[src/hw/rtl/hpw_ram.sv]
// Generic simple dual-port RAM with one write port and a registered read port.
`timescale 1ns / 1ps
`default_nettype none

module hpw_ram #(
  parameter int WIDTH = 8,
  parameter int DEPTH = 16,
  localparam int AW = (DEPTH > 1) ? $clog2(DEPTH) : 1
) (
  input  wire logic             clk,
  input  wire logic             we,
  input  wire logic [AW-1:0]    waddr,
  input  wire logic [WIDTH-1:0] wdata,
  input  wire logic [AW-1:0]    raddr,
  output logic      [WIDTH-1:0] rdata
);

  logic [WIDTH-1:0] mem [DEPTH];

  always_ff @(posedge clk) begin
    if (we) begin
      mem[waddr] <= wdata;
    end
    rdata <= mem[raddr];
  end

endmodule

`default_nettype wire

[config.mk]
export PLATFORM = sky130hd
export DESIGN_NAME = hpw_ram
export DESIGN_NICKNAME = d
export VERILOG_FILES = /design/src/hw/rtl/hpw_ram.sv
export SDC_FILE = /design/constraint.sdc
export NUM_CORES = 1
export LEC_CHECK = 0
export BUFFER_PORTS_ARGS = -buffer_cell sky130_fd_sc_hd__buf_2
export CORE_AREA = 3 3 151 94
export CTS_CLUSTER_DIAMETER = 60
export DETAILED_ROUTE_END_ITERATION = 7
export DIE_AREA = 0 0 154 97
export GPL_ROUTABILITY_DRIVEN = 0
export MAX_ROUTING_LAYER = met4
export PLACE_DENSITY = 0.6
export SETUP_SLACK_MARGIN = 0.15
export SLEW_MARGIN = 40
export SYNTH_ARGS = -nofsm -noshare
export SYNTH_HDL_FRONTEND = slang
export SYNTH_SLANG_ARGS = --single-unit
[constraint.sdc]
create_clock -name clk -period 1.8 [get_ports clk]
set_clock_uncertainty 0.15 [all_clocks]
set_input_delay 0.18 -clock clk [delete_from_list [all_inputs] [get_ports clk]]
set_output_delay 0.18 -clock clk [all_outputs]
set_load 0.01 [all_outputs]
==> results.sh <==
export IMPL_cp_arrival_ps=1610
export IMPL_status="finished clean"
export IMPL_htree_levels=4
export IMPL_synthAdderAreaFrac_pct=0
export IMPL_worst_path_max_fanout=1
export IMPL_ant_nets=0
export IMPL_clk_path_buf_depth=2
export IMPL_yosysMostFrequentCell="edfxtp_1"
export IMPL_drv_cap=0
export IMPL_synth_edf_count=128
export IMPL_vias=2450
export IMPL_clock_root_buffer="clkbuf_16"
export IMPL_max_vdd_ir_drop_uv=636
export IMPL_synthTopCellsByCount="edfxtp_1, mux4_2, a22oi_1, mux4_1, nor2_1"
export IMPL_grt_met2_usage_pct=20.2
export IMPL_min_from="wdata[4]"
export IMPL_ys_ff_latch=136
export IMPL_avgViaCountPerCell=5.19
export IMPL_drv_slew=0
export IMPL_rows=32
export IMPL_netlist_cell_type_count=19
export IMPL_cts_buffers=17
export IMPL_synthCells=229
export IMPL_tritoncts="built"
export IMPL_synth_ff_type="edfxtp_1"
export IMPL_start_kind="flop"
export IMPL_die_w_um=154
export IMPL_required_ps=1940
export IMPL_multi_input_area_um2=1060
export IMPL_syn_cell_area_um2=5150
export IMPL_synth_mux_area_fraction_pct=15.0
export IMPL_antennaDiodeCount=0
export IMPL_drc=0
export IMPL_synth_async_reset_ratio_pct=0
export IMPL_yosysTopAreaCell="edfxtp_1"
export IMPL_first_iter_violations=202
export IMPL_setup_viol=0
export IMPL_grt_usage_pct=15.0
export IMPL_regArea_um2=4000
export IMPL_insertion_delay_ps=410
export IMPL_rrSetupSlack_ps=330
export IMPL_avgSynthCellArea_um2=22.5
export IMPL_synth_xor_area_share_pct=0
export IMPL_synthTopCellsByArea="edfxtp_1, mux4_2, mux4_1, dfxtp_1, a22oi_1"
export IMPL_yosys_area_share_simple_pct=3.18
export IMPL_dpl_hpwl_um=6830
export IMPL_wire_per_inst_um=21.9
export IMPL_slew_headroom_pct=50.5
export IMPL_worst_pin_slew_ps=739
export IMPL_yosysTopAreaCellShare_pct=74.7
export IMPL_cp_buffers_inverters=0
export IMPL_synth_compound_area_share_pct=2.33
export IMPL_max_freq_ghz=0.682
export IMPL_finalCritPeriodShare_pct=81.5
export IMPL_fin_tns_setup_ps=0
export IMPL_total_power_uw=7420
export IMPL_clkTransAtPathRegs_ps=60
export IMPL_cts_hold_fix_buffers=0
export IMPL_cts_resized_gates=0
export IMPL_power_density_nw_per_um2=1190
export IMPL_total_leakage_power_uw=0.00214
export IMPL_drt_pass1_iterations=4
export IMPL_critical_path_class="flop to flop"
export IMPL_fp_coreArea_um2=12900
export IMPL_drive_above_1_share_pct=33.4
export IMPL_globalRouteMet3Util_pct=5.14
export IMPL_fillers=1040
export IMPL_critPathCaptureType="flop"
export IMPL_hold_path_class="primary input to flop"
export IMPL_path_cells="mux4_1, a22oi_1, nand2_1"
export IMPL_grt_pass1_vias=2539
export IMPL_cts_sinks=136
export IMPL_area_growth_pct=21.3
export IMPL_rsz0062_at_grt="no"
export IMPL_start_util_pct=40.1
export IMPL_cpLargestDelayFamily="multiplexers"
export IMPL_port_buffers=25
export IMPL_grt_pass1_wl_um=15800
export IMPL_antenna_found_initial=0
export IMPL_synthesis_nets=247
export IMPL_period_needed_ps=1470
export IMPL_nets=307
export IMPL_slowest_delay_ps=500
export IMPL_ys_seq_area_share_pct=77.8
export IMPL_synth_top_family_by_area="multiplexers"
export IMPL_grt_max_degree=33
export IMPL_busiest_layer="met1"
export IMPL_ios=26
export IMPL_die_area_um2=14900
export IMPL_slowest_stage="mux4_1"
export IMPL_finalHoldViolations=0
export IMPL_crit_reg2reg_launch="mem[1][0]"
export IMPL_wl_um=10300
export IMPL_yosysWarnings=0
export IMPL_overflow=0
export IMPL_dp_slack_ps=79.6
export IMPL_die_height_um=97
export IMPL_timing_final_ws_setup_ps=334
export IMPL_use_met1_pct=22.1
export IMPL_critPathLaunch="mem[1][0]"
export IMPL_cts_setup_buffers=0
-- registers in the layout (all words and copies together), names as in the netlist --
signal	count
mem	128
rdata	8
-- power by group --
part / internal (uW) / switching [uW]
combinational: 149 / 187
clock: 2250 / 1280
sequential: 3540 / 22.9
-- path summary, 6_finish.rpt --
check / endpoint / cells past startpoint
setup reg to reg: rdata[0] / 3
hold / removal: mem[13][4] / 1
setup / recovery: rdata[0] / 3
hold reg to reg: rdata[4] / 3
-- stage by stage --
stage	hold slack, ps	cell area (um^2)	utilization [%]	cells
floorplan	129	5150	-	229
global route	3.96	6240	48.6	472
global placement	421	5640	43.9	440
detailed placement	428	5640	43.9	440
finish	0.654	6240	48.6	472
CTS	0.560	6240	48.6	472
-- cell families after synthesis --
| logic type | count (synthesis) |
|---|---|
| compound gates | 16 |
| buf+inv | 10 |
| flops | 136 |
| mux | 32 |
| simple gates | 35 |
-- layer usage --
layer	wire length (um)	up-vias
met4	89	0
met3	663	8
met5	0	-
li1	-	1100
met1	4970	1265
met2	4610	77
-- cells in the final DEF (no fill, tap or decap), types with 2 or more instances in the layout --
cell type,Yosys,layout
nand2_1,9,9
clkinv_4,0,2
a22oi_1,16,16
bufinv_16,0,3
nand2b_1,2,2
buf_4,1,23
clkinv_1,0,2
nor3_1,4,3
clkinvlp_4,0,2
dfxtp_1,8,8
nand3b_1,2,2
clkbuf_8,0,2
clkbuf_16,0,17
buf_12,0,3
edfxtp_1,128,128
nor2_1,13,13
mux4_1,14,14
clkinv_2,0,2
mux4_2,18,18
buf_2,3,25
-- layout make-up --
cell class	instances	share of cell area, %
clock buffers	20	7.31
clock inverters	12	2.38
multi-input cells	83	17.1
flip-flops and latches	136	64.1
well taps	170	3.41
repair buffers	51	5.73
Power figures use the tool's default switching activity.
