===== src/hw/rtl/hpw_pkg.sv =====
// Shared types and constants for the parent-walk Huffman encoder.
`timescale 1ns / 1ps
`default_nettype none

package hpw_pkg;

  localparam int BYTE_W = 8;
  localparam int PTR_W  = 9;
  localparam int SYM_W  = 8;
  localparam int ENTRY_W = PTR_W + 2;

  localparam logic [2:0] CNT_FULL = 3'(BYTE_W - 1);

  localparam logic [1:0] OP_WRITE  = 2'd0;
  localparam logic [1:0] OP_ENCODE = 2'd1;
  localparam logic [1:0] OP_FLUSH  = 2'd2;

  typedef struct packed {
    logic [1:0]       opcode;
    logic [PTR_W-1:0] node_index;
    logic [PTR_W-1:0] node_parent;
    logic             node_has_parent;
    logic             node_branch;
    logic [SYM_W-1:0] symbol;
  } hpw_in_t;

  typedef struct packed {
    logic [BYTE_W-1:0] out_byte;
    logic              last;
  } hpw_out_t;

  typedef struct packed {
    logic             branch;
    logic             has_parent;
    logic [PTR_W-1:0] parent;
  } node_entry_t;

  typedef struct packed {
    logic push;
    logic bit_val;
    logic last;
  } pk_cmd_t;

  typedef struct packed {
    logic ready;
    logic empty;
  } pk_stat_t;

  typedef enum logic [2:0] {
    ST_IDLE,
    ST_WALK,
    ST_POP_START,
    ST_POP,
    ST_FLUSH
  } hpw_state_t;

endpackage

`default_nettype wire


===== src/hw/rtl/hpw_pack.sv =====
// Bit-serial byte packer with the registered output beat.
`timescale 1ns / 1ps
`default_nettype none

module hpw_pack (
  input  wire logic             clk,
  input  wire logic             rst_n,
  input  wire hpw_pkg::pk_cmd_t cmd,
  output hpw_pkg::pk_stat_t     stat,
  output logic                  out_valid,
  input  wire logic             out_ready,
  output hpw_pkg::hpw_out_t     out_data
);

  logic [hpw_pkg::BYTE_W-1:0] buf_r, buf_nxt, shifted;
  logic [2:0]                 cnt_r, cnt_nxt;
  logic                       out_valid_r, out_valid_nxt;
  hpw_pkg::hpw_out_t          out_data_r, out_data_nxt;

  assign stat.ready = (cnt_r != hpw_pkg::CNT_FULL) || !out_valid_r || out_ready;
  assign stat.empty = (cnt_r == 3'd0);
  assign shifted    = {buf_r[hpw_pkg::BYTE_W-2:0], cmd.bit_val};

  always_comb begin
    buf_nxt       = buf_r;
    cnt_nxt       = cnt_r;
    out_valid_nxt = out_valid_r && !out_ready;
    out_data_nxt  = out_data_r;
    if (cmd.push && stat.ready) begin
      if (cnt_r == hpw_pkg::CNT_FULL) begin
        out_data_nxt.out_byte = shifted;
        out_data_nxt.last     = cmd.last;
        out_valid_nxt         = 1'b1;
        buf_nxt               = '0;
        cnt_nxt               = 3'd0;
      end else begin
        buf_nxt = shifted;
        cnt_nxt = cnt_r + 3'd1;
      end
    end
  end

  always_ff @(posedge clk) begin
    if (!rst_n) begin
      buf_r       <= '0;
      cnt_r       <= 3'd0;
      out_valid_r <= 1'b0;
    end else begin
      buf_r       <= buf_nxt;
      cnt_r       <= cnt_nxt;
      out_valid_r <= out_valid_nxt;
    end
    out_data_r <= out_data_nxt;
  end

  assign out_valid = out_valid_r;
  assign out_data  = out_data_r;

endmodule

`default_nettype wire


===== config.mk =====
export PLATFORM = sky130hd
export DESIGN_NAME = hpw_pack
export DESIGN_NICKNAME = d
export VERILOG_FILES = /design/src/hw/rtl/hpw_pkg.sv /design/src/hw/rtl/hpw_pack.sv
export SDC_FILE = /design/constraint.sdc
export NUM_CORES = 1
export LEC_CHECK = 0
export BUFFER_PORTS_ARGS = -buffer_cell sky130_fd_sc_hd__buf_2
export CORE_MARGIN = 2
export CORE_UTILIZATION = 44
export DETAILED_ROUTE_END_ITERATION = 8
export HOLD_SLACK_MARGIN = 0.02
export PLACE_DENSITY_LB_ADDON = 0.3
export SKIP_CTS_REPAIR_TIMING = 1
export SLEW_MARGIN = 15
export SYNTH_ARGS = -nofsm -noshare
export SYNTH_HDL_FRONTEND = slang
export SYNTH_SLANG_ARGS = --single-unit

===== constraint.sdc =====
create_clock -name clk -period 1.26 [get_ports clk]
set_input_delay 0.126 -clock clk [delete_from_list [all_inputs] [get_ports clk]]
set_output_delay 0.126 -clock clk [all_outputs]
set_load 0.005 [all_outputs]

==> flow_metrics.py <==
metrics = {
    "floorplan": {
        "rows": 14,
        "core_area_um2": 1520,
        "die_h_um": 44.8,
        "initial_core_util_pct": 47.9,
        "ioPinCount": 18,
        "die_width_um": 44.8,
        "die_area_um2": 2000,
    },
    "synthesis": {
        "synth_mux_area_share_pct": 2.74,
        "ys_warn_count": 0,
        "synth_adder_area_share_pct": 5.14,
        "synth_compound_area_share_pct": 7.88,
        "synth_top_family_by_area": "simple AND/OR/NAND/NOR gates",
        "synth_xor_area_share_pct": 0,
        "ys_ff_latch": 20,
        "synth_area_um2": 731,
        "syn_inst": 60,
        "synth_cell_types": 16,
        "synth_fp_nets": 69,
        "yosys.area_share.simple_pct": 13.4,
        "synth_seq_area_share_pct": 67.1,
        "avgSynthCellArea_um2": 12.2,
    },
    "detailed_routing": {
        "antenna_left": 0,
        "initialDrtViolationCount": 1,
        "wl_per_cell_um": 10.9,
        "post_drt_via_cell_ratio": 4.94,
        "vias": 474,
        "drcViolationCount": 0,
        "wl_um": 1050,
        "dr.pass1.iters": 3,
    },
    "outcome": {
        "violations": "setup timing",
        "status": "finished, violations left",
    },
    "power_and_ir_drop": {
        "cellPowerDensity_nw_per_um2": 1240,
        "power_frac_comb_pct": 5.7,
        "p_clk_share_pct": 32.4,
        "seqPwrFrac_pct": 61.9,
        "vdd.ir_drop.worst_v": 0.000699,
        "p_int_mw": 0.893,
        "power_leakage_nw": 0.356,
        "p_sw_share_pct": 20.3,
        "p_sw_mw": 0.228,
    },
    "placed_design": {
        "gp_congestion": 0.781,
        "placed_cells": 90,
        "dp_hpwl_um": 748,
        "placed_area_um2": 833,
        "portBuffers": 17,
    },
    "final_layout": {
        "nets": 90,
        "fill_cells": 137,
        "syn_to_final_growth_pct": 23.6,
        "diodes": 0,
        "drive_gt1_share_pct": 35.0,
        "layout.cells.non_filler": 96,
        "final_cell_area_um2": 903,
    },
    "timing": {
        "layout_setup_ws_ns": -0.0529,
        "setup_violations": 2,
        "skew_ns": 0.00218,
        "worstMarginPinSlew_ns": 0.241,
        "fmax_mhz": 762,
        "post-route-period-util_pct": 104,
        "slew_violations": 0,
        "slew_headroom_pct": 83.9,
        "min_period_ns": 1.31,
        "finalHoldViolCount": 0,
        "rsz0062_at_grt": "yes",
    },
    "worst_setup_path": {
        "cp_max_fo": 4,
        "cp-start-kind": "register",
        "end_kind": "primary output",
        "crit_type": "register to primary output",
        "r2r_cells": 3,
        "critical_path_arrival_ns": 1.19,
        "cp.required_ns": 1.13,
    },
    "min_path": {
        "min_path_type": "primary input to register",
        "whs_path_depth": 3,
    },
    "global_routing": {
        "antenna_found_initial": 0,
        "grt_usage_pct": 11.6,
        "grt_pass1_wl_um": 1600,
        "grt_pass1_vias": 399,
        "grt_overflow_total": 0,
        "grt_max_degree": 16,
    },
    "cts": {
        "cts.htree.levels": 1,
        "cts.path.max_buffers": 2,
        "clk_latency_ns": 0.30,
        "cts-root-buf": "clkbuf_4",
        "cts_sinks": 20,
        "clk_pin_slew_worst_paths_ns": 0.10,
        "cts_tree": "built",
        "numCtsBuffers": 3,
    },
    "job": {
        "max_cap_viol_count": 0,
    },
}
==> flip-flops by register name, indices dropped and copies added (netlist names) <==
register   cells
buf_r          7
out_valid      1
cnt_r          3
out_data       9
==> layout make-up <==
type	instances	area, um2	area share [%]
inverters	2	7.51	0.831
repair buffers	19	105	11.6
multi-input cells	35	241	26.7
well taps	16	20.0	2.22
flip-flops and latches	20	493	54.6
clock buffers	4	36.3	4.02
==> cells by family (layout without fill, tap and decap cells) <==
kind of cell,count (synthesis),after routing
muxes,2,2
AOI/OAI and AO/OA,9,9
and+or+nand+nor,21,21
buffers and inverters,5,25
DFF,20,20
adders and majority gates,3,3
==> cell usage after synthesis <==
library cell	n	share of area [%]
nand2_1	15	7.7
o22ai_1	8	6.8
a21boi_0	1	1.0
nor2b_1	1	0.86
dfxtp_1	11	30
and2_4	1	1.2
ha_1	3	5.1
inv_1	2	1.0
buf_2	1	0.68
edfxtp_1	9	37
clkbuf_1	1	0.51
mux2i_1	2	2.7
buf_6	1	1.5
and3_1	1	0.86
nand3b_1	1	1.0
nand2b_1	2	1.7
==> critical path: stages, from the launching register on <==
cell and delay (ns):
dfxtp_2 0.36, ha_4 0.16, ha_4 0.16, nand3b_1 0.09
buf_2 0.12
==> cells in the final DEF, fill, tap and decap left out, types with 2 or more instances in the layout <==
cell,instances
buf_2,17
clkbuf_4,3
dfxtp_1,9
dfxtp_2,2
dlygate4sd3_1,2
edfxtp_1,9
ha_4,2
inv_1,2
mux2i_1,2
nand2_1,15
o22ai_1,8
==> stage by stage <==
stage	hold WS [ns]	TNS (ns)	util, %	setup WS [ns]	total power, mW
after floorplan	0.225	0	-	0.00634	0.747
after global placement	0.309	0	54.7	0.00436	0.765
after detailed placement	0.308	-0.420	54.7	-0.0468	0.765
after CTS	-0.0126	-0.641	57.1	-0.113	1.13
after global routing	0.124	-0.532	59.3	-0.106	1.17
final	0.119	-0.0843	59.3	-0.0529	1.12
==> layer usage <==
layer / wire length, um / vias to the layer above / global-route usage, %
li1: - / 251 / -
met1: 482 / 205 / 13.6
met2: 473 / 13 / 16.5
met3: 55 / 5 / 4.00
met4: 40 / 0 / 10.9
met5: 0 / - / 0
==> power by group through the flow <==
| stage | Sequential (mW) | Clock [mW] | Combinational [mW] |
|---|---|---|---|
| global placement | 0.705 | 0 | 0.0600 |
| detailed placement | 0.706 | 0 | 0.0590 |
| floorplan | 0.704 | 0 | 0.0429 |
| finish | 0.694 | 0.362 | 0.0642 |
| CTS | 0.691 | 0.376 | 0.0596 |
| global route | 0.696 | 0.398 | 0.0736 |
==> worst paths after layout <==
kind	end	start	slack, ns
worst max-delay path	stat[1]	cnt_r[0]	-0.05
worst min-delay path	out_valid	cmd[2]	0.12
worst max register to register	out_data[7]	cnt_r[0]	0.02
worst min register to register	out_data[6]	buf_r[4]	0.44
(Power assumes the default switching activity.)
