[src/hw/rtl/hpw_pkg.sv]
// Shared types and constants for the parent-walk Huffman encoder.
`timescale 1ns / 1ps
`default_nettype none

package hpw_pkg;

  localparam int BYTE_W = 8;
  localparam int PTR_W  = 9;
  localparam int SYM_W  = 8;
  localparam int ENTRY_W = PTR_W + 2;

  localparam logic [2:0] CNT_FULL = 3'(BYTE_W - 1);

  localparam logic [1:0] OP_WRITE  = 2'd0;
  localparam logic [1:0] OP_ENCODE = 2'd1;
  localparam logic [1:0] OP_FLUSH  = 2'd2;

  typedef struct packed {
    logic [1:0]       opcode;
    logic [PTR_W-1:0] node_index;
    logic [PTR_W-1:0] node_parent;
    logic             node_has_parent;
    logic             node_branch;
    logic [SYM_W-1:0] symbol;
  } hpw_in_t;

  typedef struct packed {
    logic [BYTE_W-1:0] out_byte;
    logic              last;
  } hpw_out_t;

  typedef struct packed {
    logic             branch;
    logic             has_parent;
    logic [PTR_W-1:0] parent;
  } node_entry_t;

  typedef struct packed {
    logic push;
    logic bit_val;
    logic last;
  } pk_cmd_t;

  typedef struct packed {
    logic ready;
    logic empty;
  } pk_stat_t;

  typedef enum logic [2:0] {
    ST_IDLE,
    ST_WALK,
    ST_POP_START,
    ST_POP,
    ST_FLUSH
  } hpw_state_t;

endpackage

`default_nettype wire

[src/hw/rtl/hpw_ctrl.sv]
// Sequencer for table writes, the leaf-to-root walk, the code pop and the flush.
`timescale 1ns / 1ps
`default_nettype none

module hpw_ctrl #(
  parameter int NODES = 512,
  parameter int MAX_CODE_BITS = 256,
  localparam int NAW = $clog2(NODES),
  localparam int SAW = $clog2(MAX_CODE_BITS),
  localparam int DW  = $clog2(MAX_CODE_BITS + 1)
) (
  input  wire logic                           clk,
  input  wire logic                           rst_n,
  input  wire logic                           in_valid,
  output logic                                in_ready,
  input  wire hpw_pkg::hpw_in_t               in_data,
  output logic                                n_we,
  output logic [NAW-1:0]                      n_waddr,
  output logic [hpw_pkg::ENTRY_W-1:0]         n_wdata,
  output logic [NAW-1:0]                      n_raddr,
  input  wire logic [hpw_pkg::ENTRY_W-1:0]    n_rdata,
  output logic                                s_we,
  output logic [SAW-1:0]                      s_waddr,
  output logic                                s_wdata,
  output logic [SAW-1:0]                      s_raddr,
  input  wire logic                           s_rdata,
  output hpw_pkg::pk_cmd_t                    pk_cmd,
  input  wire hpw_pkg::pk_stat_t              pk_stat
);

  hpw_pkg::hpw_state_t  state_r, state_nxt;
  logic [DW-1:0]        depth_r, depth_nxt, depth_inc, walk_depth;
  logic [SAW-1:0]       pos_r, pos_nxt;
  hpw_pkg::node_entry_t entry, wr_entry;
  logic                 in_fire, sym_ok, idx_ok, parent_ok, room_ok, pop_fire;

  assign entry      = hpw_pkg::node_entry_t'(n_rdata);
  assign in_fire    = in_valid && in_ready;
  assign sym_ok     = 32'(in_data.symbol) < NODES;
  assign idx_ok     = 32'(in_data.node_index) < NODES;
  assign parent_ok  = 32'(entry.parent) < NODES;
  assign depth_inc  = depth_r + 1'b1;
  assign room_ok    = 32'(depth_inc) < MAX_CODE_BITS;
  assign walk_depth = entry.has_parent ? depth_inc : depth_r;
  assign pop_fire   = (state_r == hpw_pkg::ST_POP) && pk_stat.ready;

  always_comb begin
    state_nxt = state_r;
    case (state_r)
      hpw_pkg::ST_IDLE: begin
        if (in_fire) begin
          case (in_data.opcode)
            hpw_pkg::OP_ENCODE: begin
              if (sym_ok) begin
                state_nxt = hpw_pkg::ST_WALK;
              end
            end
            hpw_pkg::OP_FLUSH: state_nxt = hpw_pkg::ST_FLUSH;
            default:           state_nxt = hpw_pkg::ST_IDLE;
          endcase
        end
      end
      hpw_pkg::ST_WALK: begin
        if (!entry.has_parent) begin
          state_nxt = (depth_r != '0) ? hpw_pkg::ST_POP_START : hpw_pkg::ST_IDLE;
        end else if (!(parent_ok && room_ok)) begin
          state_nxt = hpw_pkg::ST_POP_START;
        end
      end
      hpw_pkg::ST_POP_START: state_nxt = hpw_pkg::ST_POP;
      hpw_pkg::ST_POP: begin
        if (pk_stat.ready && (pos_r == '0)) begin
          state_nxt = hpw_pkg::ST_IDLE;
        end
      end
      hpw_pkg::ST_FLUSH: begin
        if (pk_stat.empty) begin
          state_nxt = hpw_pkg::ST_IDLE;
        end
      end
      default: state_nxt = hpw_pkg::ST_IDLE;
    endcase
  end

  always_comb begin
    depth_nxt = depth_r;
    pos_nxt   = pos_r;
    case (state_r)
      hpw_pkg::ST_IDLE: depth_nxt = '0;
      hpw_pkg::ST_WALK: begin
        depth_nxt = walk_depth;
        pos_nxt   = SAW'(walk_depth - 1'b1);
      end
      hpw_pkg::ST_POP: begin
        if (pop_fire && (pos_r != '0)) begin
          pos_nxt = pos_r - 1'b1;
        end
      end
      default: begin
        depth_nxt = depth_r;
        pos_nxt   = pos_r;
      end
    endcase
  end

  always_comb begin
    wr_entry.branch     = in_data.node_branch;
    wr_entry.has_parent = in_data.node_has_parent;
    wr_entry.parent     = in_data.node_parent;

    in_ready = (state_r == hpw_pkg::ST_IDLE);
    n_we     = in_fire && (in_data.opcode == hpw_pkg::OP_WRITE) && idx_ok;
    n_waddr  = NAW'(in_data.node_index);
    n_wdata  = wr_entry;
    n_raddr  = (state_r == hpw_pkg::ST_WALK) ? NAW'(entry.parent) : NAW'(in_data.symbol);

    s_we    = (state_r == hpw_pkg::ST_WALK) && entry.has_parent;
    s_waddr = depth_r[SAW-1:0];
    s_wdata = entry.branch;
    s_raddr = (pop_fire && (pos_r != '0)) ? pos_r - 1'b1 : pos_r;

    case (state_r)
      hpw_pkg::ST_POP: begin
        pk_cmd.push    = 1'b1;
        pk_cmd.bit_val = s_rdata;
        pk_cmd.last    = 32'(pos_r) < 32'(hpw_pkg::BYTE_W);
      end
      hpw_pkg::ST_FLUSH: begin
        pk_cmd.push    = !pk_stat.empty;
        pk_cmd.bit_val = 1'b0;
        pk_cmd.last    = 1'b1;
      end
      default: begin
        pk_cmd.push    = 1'b0;
        pk_cmd.bit_val = 1'b0;
        pk_cmd.last    = 1'b0;
      end
    endcase
  end

  always_ff @(posedge clk) begin
    if (!rst_n) begin
      state_r <= hpw_pkg::ST_IDLE;
      depth_r <= '0;
      pos_r   <= '0;
    end else begin
      state_r <= state_nxt;
      depth_r <= depth_nxt;
      pos_r   <= pos_nxt;
    end
  end

endmodule

`default_nettype wire

[config.mk]
export PLATFORM = sky130hd
export DESIGN_NAME = hpw_ctrl
export DESIGN_NICKNAME = d
export VERILOG_FILES = /design/src/hw/rtl/hpw_pkg.sv /design/src/hw/rtl/hpw_ctrl.sv
export SDC_FILE = /design/constraint.sdc
export NUM_CORES = 1
export LEC_CHECK = 0
export ABC_AREA = 1
export ABC_CLOCK_PERIOD_IN_PS = 3970
export BUFFER_PORTS_ARGS = -buffer_cell sky130_fd_sc_hd__buf_2
export CAP_MARGIN = 20
export CORE_MARGIN = 5
export CORE_UTILIZATION = 30
export CTS_BUF_LIST = sky130_fd_sc_hd__clkbuf_2
export CTS_CLUSTER_SIZE = 24
export DETAILED_ROUTE_END_ITERATION = 7
export GPL_ROUTABILITY_DRIVEN = 0
export PLACE_DENSITY = 0.64
export SKIP_CTS_REPAIR_TIMING = 1
export SYNTH_ARGS = -nofsm -noshare
export SYNTH_HDL_FRONTEND = slang
export SYNTH_SLANG_ARGS = --single-unit
[constraint.sdc]
create_clock -name clk -period 3.97 [get_ports clk]
set_input_delay 0.9925 -clock clk [delete_from_list [all_inputs] [get_ports clk]]
set_output_delay 0.9925 -clock clk [all_outputs]
set_load 0.01 [all_outputs]
==> run metrics <==
clock sinks 20; Final ANT Viol Nets 0; cells on worst reg2reg path 14; Cell Chain, Critical Path inv_1 > nor2_4 > inv_2 > nor2_4 > inv_2 > nand2_1 > nand2_1 > buf_2; post-synthesis mux area share 0%; CTS Buffer Depth 2; count of final setup violators 0; Reg2Reg Setup Slack 1.84 ns; row count 29; r2r endpoint pos_r[6]; initial drt markers 125; drt via density 4.671; CP Max Fanout 24; simple-gate share of the synthesized area 42.89%; commonest cells in the synthesized netlist nand2_1, inv_1, buf_4; largest family of logic cells by synthesized area simple AND/OR/NAND/NOR gates; clk_lat worst skew 0.34 ns; CP bufs+invs 4; vias 2074; CP peak stage delay 0.42 ns; Detail Placement HPWL a little over 4 mm; CP Launch Type flip-flop; Worst path top cell family by delay simple AND/OR/NAND/NOR gates; Fin Clk Skew 0.006308 ns; Die Span X slightly above 90 um; post-synthesis xor/xnor area fraction under 10%; Port Buffer Count 56; top cell type by total area after synthesis nand2_1; largest net degree at the start of global routing 25; critical path data required time ~3.0 ns; Post-Route Utilization 33.75%; die area 8458 um2; PwrDens 388.5 nW/um2; leakage about 1.2 nW; most frequent cell after synthesis nand2_1; setup TNS 0 ns; CTS tree built; worst hold start depth_r[7]; fin crit period about 3 ns; H-tree depth 1; CP endpoint kind output port; final hold slack between 0.5 and 0.6 ns; reg2reg start depth_r[0]; status finished, final reports clean; Pins Over Slew Limit 0; ANT cells 0; Slew @ Worst Pin 0.5191 ns; Compound-Gate Fraction of Synth Area 9.808%; synth warn 0; number of global-route vias before repair about 2000; cell area after layout 2180 um2; hold path cells 2; Core Box Area around 6500 um2; maximum clock frequency 326.9 MHz; global route overflow 0; DRC viols 0; share of layout cells above drive strength 1 22.07%; number of synthesized flops with an enable pin 0; ranking of synthesized cells by area nand2_1, dfxtp_1, buf_4, inv_1, nand3_1; top-area cell type share of the netlist area 21.79%; FF+latch count, synth 20; sequential area share after synthesis 19.86%; RSZ-0062 raised after global routing false; critical path's slowest cell nor2_4; Peak VDD IR 0.0001595 V; WL per Instance about 11 um; crit path DAT 2.07 ns; Clock Pin Slew Worst Setup and Hold Paths 0.22 ns; Yosys cell types 32; syn avg cell area 5.877 um2; Pwr Total 0.0008468 W; Routed WL 5.039 mm; Slew headroom roughly two thirds; DP Area between 2000 and 2500 um2; chip height 91.97 um; fraction of the mapped netlist area in adder cells 3.724%; Tcrit/Tclk final 77.07%; CTS Root Cell clkbuf_2; top_reg_cell synth dfxtp_1; FFs w/ async S/R, synth 0%; area grow syn2layout 8.132%; first-pass GRT wire length 8.700 mm; CP Class reg2out; Synth Instances 343; initial antenna violation count 0; final net count 421; GRT Total Usage 12.10%; HP Class reg2reg; drt first pass iters 4; I/O pin cnt approximately 100; Initial Util 31.21%; Net Count, Synth 396; Hold Vio Cnt, Final 0; CTS Buf Count 3; Max Cap Viol 0; Synth Cell Area about 2000 um2; Hold Crit Endpoint depth_r[7]
## flip-flops by register name (all words and copies together) (netlist names)
register and cells:
state_r 3, pos_r 8, depth_r 9
## worst register-to-register path: stages, from the launching register on
cell and delay [ns]:
dfxtp_1 0.47, inv_1 0.11, ha_1 0.30, inv_1 0.05
nand2_1 0.06, nand2_1 0.10, ha_1 0.17, inv_1 0.05
nor2_1 0.16, nand2_1 0.09, nor2_1 0.14, nand2_1 0.07
nand2_1 0.05, nand3_1 0.09, a21oi_1 0.15
## power breakdown
| group | switching [W] | internal [W] |
|---|---|---|
| registers | 0.0000258 | 0.000224 |
| clock network | 0.0000732 | 0.0000868 |
| logic | 0.000281 | 0.000155 |
## routing by layer
layer | vias to the layer above | global-route usage [%] | wire, um | part of all wire, %
met5 | - | 0 | 0 | 0
met4 | 0 | 3.589 | 53 | 1.1
met2 | 59 | 21.90 | 2472 | 49
met3 | 4 | 1.473 | 277 | 5.5
li1 | 1090 | - | - | -
met1 | 921 | 14.96 | 2235 | 44
## kinds of logic after synthesis
family                     Yosys count
and+or+nand+nor                    194
buffers and inverters               81
AOI/OAI and AO/OA                   37
DFF                                 20
adders and majority gates            6
xor gates and xnor gates             5
## area by class of cell
class	instances	area, um2
clock inverters	1	30.03
fillers	733	4279
well taps	77	96.34
multi-input cells	242	1189
flip-flops and latches	20	400.4
inverters	45	168.9
repair buffers	56	280.3
clock buffers	3	15.01
## stage by stage
stage	instances	setup slack (ns)
final	444	0.9105
after global routing	444	0.7099
after CTS	444	0.8845
after detailed placement	440	1.081
after global placement	440	1.135
after floorplan	343	1.297
## worst max path at each step
stage	from	end	slack, ns	cells after the start
finish	state_r[0]	n_raddr[0]	0.91	8
global route	state_r[0]	n_raddr[0]	0.71	8
CTS	state_r[0]	n_raddr[0]	0.88	8
detailed placement	pk_stat[1]	s_raddr[4]	1.08	8
global placement	pk_stat[1]	s_raddr[4]	1.13	8
floorplan	pk_stat[1]	s_raddr[4]	1.30	6
## placed cells by master (no fill, tap or decap)
| cell type | count |
|---|---|
| a41o_1 | 1 |
| nand2_4 | 2 |
| clkinv_1 | 2 |
| nor2_1 | 28 |
| o21a_1 | 1 |
| nor2_2 | 4 |
| nand3_1 | 24 |
| inv_2 | 5 |
| nand3b_1 | 1 |
| inv_1 | 38 |
| a22oi_1 | 1 |
| buf_2 | 56 |
| nand2_1 | 117 |
| dfxtp_1 | 20 |
| xor2_1 | 3 |
| o21ai_0 | 7 |
| and2_1 | 1 |
| ha_1 | 6 |
| xnor2_1 | 1 |
| nand4_1 | 4 |
| o21ai_1 | 4 |
| a21oi_1 | 22 |
| nand2_2 | 2 |
| nor3_1 | 3 |
| clkbuf_2 | 3 |
| a211oi_1 | 1 |
| nor4_1 | 1 |
| nor2_4 | 6 |
| bufinv_16 | 1 |
| xor2_2 | 1 |
| nand4_2 | 1 |
Note: power is estimated with default switching activity, not from simulation.
